--- config.mk ---
export PLATFORM = sky130hd
export DESIGN_NAME = skt_cell
export DESIGN_NICKNAME = d
export VERILOG_FILES = /design/src/design/skt_pkg.sv /design/src/design/skt_cell.sv
export SDC_FILE = /design/constraint.sdc
export NUM_CORES = 1
export LEC_CHECK = 0
export BUFFER_PORTS_ARGS = -buffer_cell sky130_fd_sc_hd__buf_4
export CORE_ASPECT_RATIO = 0.9
export CORE_MARGIN = 2
export CORE_UTILIZATION = 40
export CTS_CLUSTER_SIZE = 16
export DETAILED_ROUTE_END_ITERATION = 10
export PLACE_DENSITY = 0.85
export SYNTH_ARGS = -nofsm -noshare
export SYNTH_HDL_FRONTEND = slang
export SYNTH_SLANG_ARGS = --single-unit
--- constraint.sdc ---
create_clock -name clk -period 5.5 [get_ports clk]
set_clock_uncertainty 0.15 [all_clocks]
set_input_delay 1.375 -clock clk [delete_from_list [all_inputs] [get_ports clk]]
set_output_delay 1.375 -clock clk [all_outputs]
set_load 0.005 [all_outputs]
--- src/design/skt_pkg.sv ---
package skt_pkg;

  localparam int KEY_W     = 32;
  localparam int MODE_W    = 2;
  localparam int SLOT_W    = 6;
  localparam int STATUS_W  = 3;
  localparam int WHERE_W   = 6;
  localparam int ENTRIES_W = 7;
  localparam int HINT_W    = 8;

  localparam logic [MODE_W-1:0] MODE_LOOKUP = 2'd0;
  localparam logic [MODE_W-1:0] MODE_INSERT = 2'd1;
  localparam logic [MODE_W-1:0] MODE_DELETE = 2'd2;

  localparam logic [STATUS_W-1:0] ST_FOUND     = 3'd0;
  localparam logic [STATUS_W-1:0] ST_INSERTED  = 3'd1;
  localparam logic [STATUS_W-1:0] ST_NOT_FOUND = 3'd2;
  localparam logic [STATUS_W-1:0] ST_FULL      = 3'd3;
  localparam logic [STATUS_W-1:0] ST_BAD_SLOT  = 3'd4;

  localparam logic [HINT_W-1:0] HINT_INVALID = '1;

  // Command broadcast from the controller to every cell.
  typedef struct packed {
    logic             cmp;   // latch compare flags against key
    logic             ins;   // open a gap at the boundary and write key there
    logic             del;   // close the gap at slot
    logic [KEY_W-1:0] key;
  } cell_cmd_t;

endpackage

--- src/design/skt_cell.sv ---
module skt_cell
  import skt_pkg::*;
#(
  parameter int IDX   = 0,
  parameter int CNT_W = 7
) (
  input  logic              clk,
  input  cell_cmd_t         cmd,
  input  logic [CNT_W-1:0]  count,
  input  logic [SLOT_W-1:0] del_slot,
  input  logic [KEY_W-1:0]  left_key,
  input  logic              left_ge,
  input  logic [KEY_W-1:0]  right_key,
  output logic [KEY_W-1:0]  key_o,
  output logic              ge_o,
  output logic              eq_o
);

  logic [KEY_W-1:0] key_r;
  logic             ge_r;
  logic             eq_r;
  logic             occupied;
  logic             at_or_above_slot;

  assign occupied         = 32'(IDX) < 32'(count);
  assign at_or_above_slot = 32'(IDX) >= 32'(del_slot);

  always_ff @(posedge clk) begin
    if (cmd.cmp) begin
      // empty cells count as "not below the key" so the boundary stays monotonic
      ge_r <= !occupied || (key_r >= cmd.key);
      eq_r <= occupied && (key_r == cmd.key);
    end
  end

  always_ff @(posedge clk) begin
    if (cmd.ins && left_ge) begin
      key_r <= left_key;
    end else if (cmd.ins && ge_r) begin
      key_r <= cmd.key;
    end else if (cmd.del && at_or_above_slot) begin
      key_r <= right_key;
    end
  end

  assign key_o = key_r;
  assign ge_o  = ge_r;
  assign eq_o  = eq_r;

endmodule

==> impl_metrics.json <==
{
  "status": "finished, final reports clean",
  "worstPathArrival_ns": 3.28,
  "cts_resized": 0,
  "antenna_left": 0,
  "overflow": 0,
  "post-route-period-util": 0.630,
  "grtUsageTotal": 0.196,
  "syn2layout_area_growth_pct": 50.4,
  "wl_per_cell_um": 14.0,
  "drtIter0Drc": 52,
  "drv_cap": 0,
  "rsz0062_at_grt": "false",
  "htreeDepth": 2,
  "core_um2": 6110,
  "via_per_inst": 4.87,
  "grt_max_degree": 65,
  "min_path_cells": 4,
  "ioPinCount": 148,
  "hp-class": "reg2reg",
  "drc_errors": 0,
  "clock_latency_ns": 0.27,
  "worst_ep_required_time_ns": 5.31,
  "synthesis.area_um2": 2540,
  "synth_cell_type_count": 28,
  "synth.avg_cell_area_um2": 9.74,
  "swShare": 0.273,
  "syn_nets": 407,
  "finalSetupTns_ns": 0,
  "initial_core_util": 0.416,
  "power.leakage_nw": 1.98,
  "start_kind": "input port",
  "finalHoldViolations": 0,
  "combPwrFrac": 0.319,
  "die_h_um": 79.6,
  "gp_congestion": 0.793,
  "total_power_w": 0.000730,
  "cts_inserted_buffers": 5,
  "finalWirelength_um": 6920,
  "postCtsSetupBuffers": 0,
  "vias": 2406,
  "clockRootBuffer": "clkbuf_8",
  "synth_flop_cell": "edfxtp_1",
  "grt_pass1_wl_um": 10700,
  "holdBufCountCts": 0,
  "p_int_w": 0.000530,
  "synth-edff-count": 34,
  "setup_viol": 0,
  "die_x_um": 88.0,
  "synthMuxAreaShare": 0.126,
  "clkSlewWorstSetupHoldPaths_ns": 0.07,
  "power_frac_clock": 0.232,
  "dieArea_um2": 7010,
  "antenna_found_initial": 0,
  "fmax_mhz": 288,
  "switchingPower_w": 0.000199,
  "powerDensity_nw_per_um2": 191,
  "clock-sinks": 34,
  "peakVddDrop_uv": 121,
  "p_seq_frac": 0.450,
  "ys_seq_elements": 34,
  "cts_tree": "done",
  "portBuffers": 147,
  "relSlewSlack": 0.321,
  "clockBufferDepth": 2,
  "post-dp-hpwl_um": 5730,
  "antenna_cells": 0,
  "synth_compound_area_frac": 0.129,
  "most-common-layout-cells": "148 x buf_4, 39 x nand2_1, 38 x o21ai_0",
  "synth-seq-area-share": 0.402,
  "crit_fanout": 19,
  "synth_xor_area_frac": 0,
  "drive_gt1_frac": 0.393,
  "yosys_warnings": 0,
  "grt_pass1_vias": 2382,
  "synth_simple_gate_area_share": 0.123,
  "end_kind": "register",
  "dr.pass1.iters": 5,
  "mostFrequentLayoutCell": "buf_4",
  "finalNetCount": 552,
  "slew_violations": 0,
  "r2r_cells": 6,
  "min_period_ns": 3.47,
  "critPathKind": "in2reg",
  "tightest_slew_ns": 1.01,
  "synthAdderAreaFrac": 0.158,
  "async_reset_ff_frac": 0,
  "rows": 27,
  "synth_top_family_by_area": "adder cells",
  "syn_inst": 261
}
-- worst paths after layout --
check,end,slack (ns),start
worst min register to register,ge_o$_DFFE_PP_,0.73,key_o[31]$_DFFE_PP_
worst max-delay path,key_o[18]$_DFFE_PP_,2.03,del_slot[3]
worst min-delay path,ge_o$_DFFE_PP_,0.73,key_o[31]$_DFFE_PP_
worst max register to register,ge_o$_DFFE_PP_,3.42,key_o[17]$_DFFE_PP_
-- cell usage after synthesis, drive strengths merged, types with 2 or more instances --
cell type | n | area (um2)
a211oi | 4 | 30.0
a21oi | 10 | 50.1
and4 | 2 | 17.5
buf | 3 | 15.0
clkbuf | 7 | 26.3
edfxtp | 34 | 1020
ha | 32 | 400
inv | 32 | 120
mux2i | 32 | 320
nand2 | 40 | 150
nand3 | 2 | 10.0
nand4 | 5 | 31.3
nor2 | 6 | 22.5
nor4 | 2 | 27.5
o211ai | 2 | 20.0
o21ai | 38 | 190
-- state kept, by name, indices dropped and copies added (netlist names) --
register  count
eq_o          1
ge_o          1
key_o        32
-- power groups by stage --
stage / sequential (W) / clock (W) / combinational, W
finish: 0.000328 / 0.000169 / 0.000233
detailed placement: 0.000334 / 0 / 0.000234
global route: 0.000331 / 0.000187 / 0.000259
floorplan: 0.000335 / 0 / 0.000102
global placement: 0.000333 / 0 / 0.000224
CTS: 0.000328 / 0.000178 / 0.000234
-- cell type report --
| class | instances | area [um2] |
|---|---|---|
| Clock buffer | 5 | 68.8 |
| Inverter | 32 | 120 |
| Tap cell | 87 | 109 |
| Fill cell | 525 | 2290 |
| Timing Repair Buffer | 148 | 1110 |
| Multi-Input combinational cell | 185 | 1380 |
| Sequential cell | 34 | 1020 |
| Clock inverter | 3 | 11.3 |
-- per-stage QoR --
step           hold slack (ns)  setup WS [ns]  utilization  instances  cell area (um2)
3_5_place_dp             0.712           1.70        0.612        486             3740
3_3_place_gp             0.682           1.74        0.612        486             3740
4_1_cts                  0.733           2.00        0.625        494             3820
2_1_floorplan            0.646           1.15            -        261             2550
6_report                 0.730           2.03        0.625        494             3820
5_1_grt                  0.799           1.90        0.625        494             3820
-- layer usage --
metal | routed length, um | share of wire | GRT usage
met1 | 2880 | 0.42 | 0.235
met2 | 3460 | 0.50 | 0.355
met3 | 521 | 0.075 | 0.0517
met4 | 53 | 0.0077 | 0.0379
met5 | 0 | 0 | 0
-- worst max-delay path, cell delays in order --
cell	delay, ns
buf_4	0.10
or4b_1	0.57
o41ai_4	0.79
buf_4	0.42
-- logic make-up after synthesis --
logic type      Yosys count
buf+inv                  42
fa+ha+maj                32
compound gates           58
mux                      32
simple gates             63
flops                    34
Power figures use the tool's default switching activity.
